==> config.mk <==
export PLATFORM = sky130hd
export DESIGN_NAME = psvp_div_pipe
export DESIGN_NICKNAME = d
export VERILOG_FILES = /design/src/rtl/psvp_div_pipe.sv
export SDC_FILE = /design/constraint.sdc
export NUM_CORES = 2
export LEC_CHECK = 0
export BUFFER_PORTS_ARGS = -buffer_cell sky130_fd_sc_hd__buf_2
export CORE_AREA = 2 2 444 446
export DETAILED_ROUTE_END_ITERATION = 6
export DIE_AREA = 0 0 446 448
export GPL_ROUTABILITY_DRIVEN = 1
export MAX_ROUTING_LAYER = met4
export SLEW_MARGIN = 10
export SYNTH_ARGS = -nofsm -noshare
export SYNTH_HDL_FRONTEND = slang
export SYNTH_SLANG_ARGS = --single-unit
==> constraint.sdc <==
create_clock -name clk -period 7.3 [get_ports clk]
set_input_delay 1.095 -clock clk [delete_from_list [all_inputs] [get_ports clk]]
set_output_delay 1.095 -clock clk [all_outputs]
set_load 0.1 [all_outputs]
==> src/rtl/psvp_div_pipe.sv <==
// Pipelined restoring divider, one quotient bit per stage, with side data.
// Unsigned lanes share one divisor; depends on nothing outside this file.
module psvp_div_pipe #(
  parameter int NUM_W  = 33,
  parameter int DEN_W  = 18,
  parameter int LANES  = 1,
  parameter int SIDE_W = 1
) (
  input  logic                         clk,
  input  logic                         rst_n,
  input  logic                         in_valid,
  input  logic [LANES-1:0][NUM_W-1:0]  in_num,
  input  logic [DEN_W-1:0]             den,
  input  logic [SIDE_W-1:0]            in_side,
  output logic                         out_valid,
  output logic [LANES-1:0][NUM_W-1:0]  out_quot,
  output logic [LANES-1:0][DEN_W-1:0]  out_rem,
  output logic [SIDE_W-1:0]            out_side
);

  logic [NUM_W-1:0]                valid_r;
  logic [LANES-1:0][NUM_W-1:0]     acc_r  [NUM_W];
  logic [LANES-1:0][DEN_W-1:0]     rem_r  [NUM_W];
  logic [SIDE_W-1:0]               side_r [NUM_W];

  wire  [LANES-1:0][NUM_W-1:0]     acc_nxt [NUM_W];
  wire  [LANES-1:0][DEN_W-1:0]     rem_nxt [NUM_W];

  genvar s, l;
  generate
    for (s = 0; s < NUM_W; s++) begin : g_step
      wire [LANES-1:0][NUM_W-1:0] acc_cur;
      wire [LANES-1:0][DEN_W-1:0] rem_cur;
      if (s == 0) begin : g_head
        assign acc_cur = in_num;
        assign rem_cur = '0;
      end else begin : g_body
        assign acc_cur = acc_r[s-1];
        assign rem_cur = rem_r[s-1];
      end
      for (l = 0; l < LANES; l++) begin : g_lane
        wire [DEN_W:0] trial = {rem_cur[l], acc_cur[l][NUM_W-1]};
        wire           fits  = (trial >= {1'b0, den});
        wire [DEN_W:0] diff  = trial - {1'b0, den};
        assign rem_nxt[s][l] = fits ? diff[DEN_W-1:0] : trial[DEN_W-1:0];
        assign acc_nxt[s][l] = {acc_cur[l][NUM_W-2:0], fits};
      end
    end
  endgenerate

  always_ff @(posedge clk) begin
    if (!rst_n) begin
      valid_r <= '0;
    end else begin
      valid_r <= {valid_r[NUM_W-2:0], in_valid};
    end
  end

  always_ff @(posedge clk) begin
    side_r[0] <= in_side;
    for (int i = 0; i < NUM_W; i++) begin
      acc_r[i] <= acc_nxt[i];
      rem_r[i] <= rem_nxt[i];
    end
    for (int i = 1; i < NUM_W; i++) begin
      side_r[i] <= side_r[i-1];
    end
  end

  assign out_valid = valid_r[NUM_W-1];
  assign out_quot  = acc_r[NUM_W-1];
  assign out_rem   = rem_r[NUM_W-1];
  assign out_side  = side_r[NUM_W-1];

endmodule

# --- Word-level counts from Yosys, hierarchy flattened ---
# Memory sizes are Yosys's and may differ from the RTL's.
# Cells that the tools add are included.
word_totals:
  register_bits: 33
  latch_bits: 0
  ramBits: 1716
  rom_bits: 0
  inputBits: 55
  out_inout_bits: 53
  wordCells: 103
  mem_count: 3
mem_list:
  columns: ["memory", "depth", "width", "rd", "rd_clocked_by_memory_dff", "write_ports", "line", "text"]
  rows:
  - ["acc_r", 33, 33, 33, 0, 33, "22", "logic [LANES-1:0][NUM_W-1:0] acc_r [NUM_W];"]
  - ["rem_r", 33, 18, 33, 0, 33, "23", "logic [LANES-1:0][DEN_W-1:0] rem_r [NUM_W];"]
  - ["side_r", 33, 1, 33, 0, 33, "24", "logic [SIDE_W-1:0] side_r [NUM_W];"]
classes:
  n_addsub: 33
  n_mul: 0
  div_mod_pow: 0
  n_lt_le_gt_ge: 33
  eq_ne: 0
  shifts: 0
  mux: 33
  bitwise: 0
  n_reduce_logical: 0
ops:
  columns: ["operator", "n"]
  rows:
  - ["greater-or-equal comparator 19 x 18 -> 1 bit", 32]
  - ["2-to-1 mux 18 bit", 33]
  - ["subtractor 18 bit", 32]
  - ["greater-or-equal comparator 1 x 18 -> 1 bit", 1]
  - ["subtractor 1 x 18 -> 18 bit", 1]

# --- Depth between registers and ports, before layout ---
# An unclocked memory read counts as a cell.
depth:
  word_depth: 3
  depth_mapped: 14
  ltp_nobuf: 13

# --- Worst setup path after synthesis ---
# OpenSTA, ideal clock, no wires.
synth_timing:
  path_type: "input-to-reg"
  start: "input port den[1]"
  end: "memory rem_r[0][585] (netlist name)"
  setup_time_ps: 121
  arrival_time_ps: 5885
  path_slack_ps: 1294
  stages: 13
  n_path_buf: 2
  cell_sequence: "clkbuf_1 -> inv_1 -> ha_1 -> nor2b_4 -> o2111ai_2 -> nand3b_1 -> a21oi_1 -> o22ai_1 -> or2_1 -> a221o_1 -> a211oi_4 -> buf_6 -> mux2_4"
synth_rtl:
  columns: ["element", "line", "text"]
  rows:
  - ["start, declared", "13", "input logic [DEN_W-1:0] den,"]
  - ["end, declared", "23", null]

==> summary.txt <==
Outcome
  – Outcome: finished, final reports clean

Synth
  – Synth Instances: 6,247
  – Sequential fraction of the synthesis area: between 50% and 60%
  – Yosys Warn Count: 0
  – Post-synth EDFFs: 0
  – Yosys top cell area share: roughly half
  – Mean post-synth cell area: 10.9 um^2
  – Post-synthesis cell type count: just over 80
  – Biggest area consumer among synthesized cells: dfxtp_1
  – Main area contributors after synthesis: dfxtp_1, ha_1, mux2_2
  – #FFs+latches synth: 1,749
  – Ys async rst share: 0%
  – Syn Std Cell Area: about 70,000 um^2
  – Syn nets: approximately 7,000
  – Top_reg_cell synth: dfxtp_1

CTS
  – Clock-pin slew on the worst setup and hold paths: around 60 ps
  – Hold Buf Count CTS: 0
  – Post-cts sizing count: 0
  – Maximum buffer depth of the clock tree: 3
  – CTS H-tree depth: 4
  – CTS sink count: about 1,700
  – Postcts setup bufs: 0
  – CTS tree: done
  – Worst-skew pair later-pin latency: 830 ps
  – Num CTS Buffers: between 150 and 200
  – Root buffer cell: clkbuf_16

Power
  – LEAKAGE: 0.0338 uW
  – Pwr dens: 457 nW/um^2
  – Worst vdd ir: 0.256 mV
  – Pwr Total: ~36,000 uW

Setup path
  – Kind of critical path: in2reg
  – Crit end category: flip-flop
  – CP Data Required Time: roughly 8000 ps
  – Startpoint types: primary input
  – Arrival time of the worst setup path: 5020 ps
  – CP max FO: 19

Routing
  – Routed len/inst: between 15 and 20 um
  – 1st-pass router iterations: 5
  – DRC errors left: 0
  – Routed wire length: approximately 150 mm
  – Initial DRC count: 2,599
  – Final ANT Viol Nets: 0
  – DR vias/cell: around 4.9
  – Detailed-route via count: around 45,000

Timing
  – Achievable Freq: about 230 MHz
  – RSZ-0062 raised after global routing: false
  – Fin crit share: roughly 60%
  – Final setup vio count: 0
  – Fin crit period: 4310 ps
  – Worst slew margin: a little under a fifth
  – Final hold viol count: 0
  – Final TNS setup: 0 ps
  – Clock Skews: between 40 and 50 ps
  – Worst slew pin tran: 1230 ps
  – Slew Limit Fails: 0

Cells and area
  – Syn-to-layout area delta: 14.9%
  – Share of cells above drive strength 1: between 10% and 20%
  – Nets: between 7,000 and 8,000
  – Fill count: about 19,000

Global route
  – Initial antenna violation count: 3
  – First-pass GRT wire length: 239 mm
  – Grt ovf: 0
  – Vias in the first global route: roughly 45,000
  – All-layer global routing usage: 15.4%
  – Largest net degree at the start of global routing: 37

Job
  – Max_cap viols: 0

Hold path
  – Type of the most critical hold path: reg2reg

Floorplan
  – # rows: around 160
  – Die X: about 450 um
  – Initial Util: around a third
  – Core area: roughly 190,000 um^2
  – # IOs: between 100 and 150
  – Die H: ~450 um
  – Die area: roughly 200,000 um^2

Place
  – Final Wtd Congestion: between 0.8 and 0.9
  – Post-DP HPWL: around 110 mm
  – I/O Buffers: ~110
[per-layer routing]
layer	global-route usage, %	vias up	part of all wire [%]	wire (um)
met2	24.6	930	46	69200
li1	-	22599	-	-
met5	-	-	0	0
met4	5.03	0	2.6	3950
met1	19.7	21243	47	70600
met3	2.63	282	4.7	7020
[synth_stat cells, types with 10 or more instances]
cell type  count
nand2_1      299
xor2_1       163
buf_2         17
a211oi_1      40
a21o_1       189
or3_1         23
nor4_1        27
clkbuf_1      84
o21bai_1      55
or2_2         24
ha_1         578
nor2_1       382
xnor2_1      311
o2111ai_1     13
o211ai_1      23
and3_1        35
a41oi_1       13
nor3_1        75
o31ai_1       23
a31oi_1       48
mux2i_1       25
fa_1          32
nand2b_1      62
a21oi_1      471
and2_1        51
nor4b_1       15
inv_1        195
a211o_1       21
nand3_1       97
dfxtp_1     1749
o21ai_0      293
buf_4         37
a21boi_0      10
nand4_1       76
o21a_1        71
mux2_2       364
a311oi_1      12
nor2b_1       63
nand4b_1      10
o41ai_1       16
[metrics by stage]
stage | setup slack, ps | util (%) | hold slack (ps) | instance area, um^2 | instances
after CTS | 3080 | 40.2 | 279 | 78200 | 9143
after detailed placement | 2180 | 36.7 | 312 | 71500 | 8794
after global routing | 2730 | 40.2 | 297 | 78200 | 9143
after floorplan | 1290 | - | 310 | 68000 | 6247
after global placement | 2260 | 36.7 | 310 | 71500 | 8794
final | 2990 | 40.2 | 285 | 78200 | 9145
[layout by cell type (no fill, tap or decap), types with 15 or more instances in the layout]
master | synthesis | routed
a211oi_1 | 40 | 40
nor4b_1 | 15 | 15
clkbuf_1 | 84 | 18
nor2_1 | 382 | 382
and2_1 | 51 | 51
and3_1 | 35 | 35
nand2_1 | 299 | 299
bufinv_16 | 0 | 20
xnor2_1 | 311 | 311
or2_2 | 24 | 24
nand4_1 | 76 | 76
nor3_1 | 75 | 75
nor4_1 | 27 | 27
mux2_2 | 364 | 364
inv_1 | 195 | 179
clkinv_2 | 0 | 31
o21a_1 | 71 | 71
o21bai_1 | 55 | 55
o31ai_1 | 23 | 23
a21oi_1 | 471 | 470
fa_1 | 32 | 32
ha_1 | 578 | 578
clkbuf_16 | 0 | 193
nor2b_1 | 63 | 63
buf_4 | 37 | 33
o211ai_1 | 23 | 23
clkbuf_8 | 0 | 39
buf_2 | 17 | 107
mux2i_1 | 25 | 25
nand2b_1 | 62 | 62
a211o_1 | 21 | 21
dfxtp_1 | 1749 | 1749
o21ai_0 | 293 | 289
xor2_1 | 163 | 163
a31oi_1 | 48 | 47
inv_2 | 0 | 15
or3_1 | 23 | 23
a21o_1 | 189 | 189
nand3_1 | 97 | 97
[kinds of logic (layout without fill, tap and decap cells)]
logic type | Yosys count | after routing | synth area share [%]
mux | 401 | 401 | 6.64
compound gates | 1403 | 1403 | 13.0
other cells | 0 | 2 | 0
buf+inv | 338 | 692 | 2.12
fa+ha+maj | 610 | 610 | 11.6
flops | 1749 | 1749 | 51.5
xor+xnor | 474 | 474 | 6.10
simple gates | 1272 | 1272 | 9.07
[power by group]
part	leakage (uW)	switching, uW	total, uW	internal, uW
clock network	0.00327	3990	9980	5990
registers	0.0146	1080	12700	11700
logic	0.0159	7110	13000	5880
[final cells by class]
class | instances | area [um^2] | share of cell area [%]
antenna | 2 | 5.00 | 0.00640
clock buffer | 250 | 5430 | 6.95
clock inverter | 99 | 1260 | 1.61
inverter | 195 | 734 | 0.939
multi-input combinational | 4160 | 31600 | 40.4
sequential | 1749 | 35000 | 44.8
tap | 2542 | 3180 | 4.07
timing repair buffer | 148 | 943 | 1.21
[critical path, stage by stage]
cell and delay (ps):
buf_2 340, buf_4 380, ha_1 270, nor2b_4 60, o2111ai_2 190, nand3b_1 150
a21oi_1 230, o22ai_1 190, or2_1 270, a221o_1 360, a211oi_4 1000, mux2_2 440
[worst paths after layout]
check / from / endpoint / slack (ps) / cells past startpoint
worst min register to register: acc_r[0][733] / acc_r[0][767] / 290 / 0
worst max register to register: rem_r[0][558] / rem_r[0][583] / 3530 / 10
worst max-delay path: den[0] / rem_r[0][583] / 2990 / 12
worst min-delay path: acc_r[0][733] / acc_r[0][767] / 290 / 0
[state kept, by name, indices dropped and copies added (netlist names)]
| name | cells |
|---|---|
| valid_r | 33 |
| acc_r | 1089 |
| rem_r | 594 |
| side_r | 33 |
No activity file was read; power rests on OpenSTA's default activity.
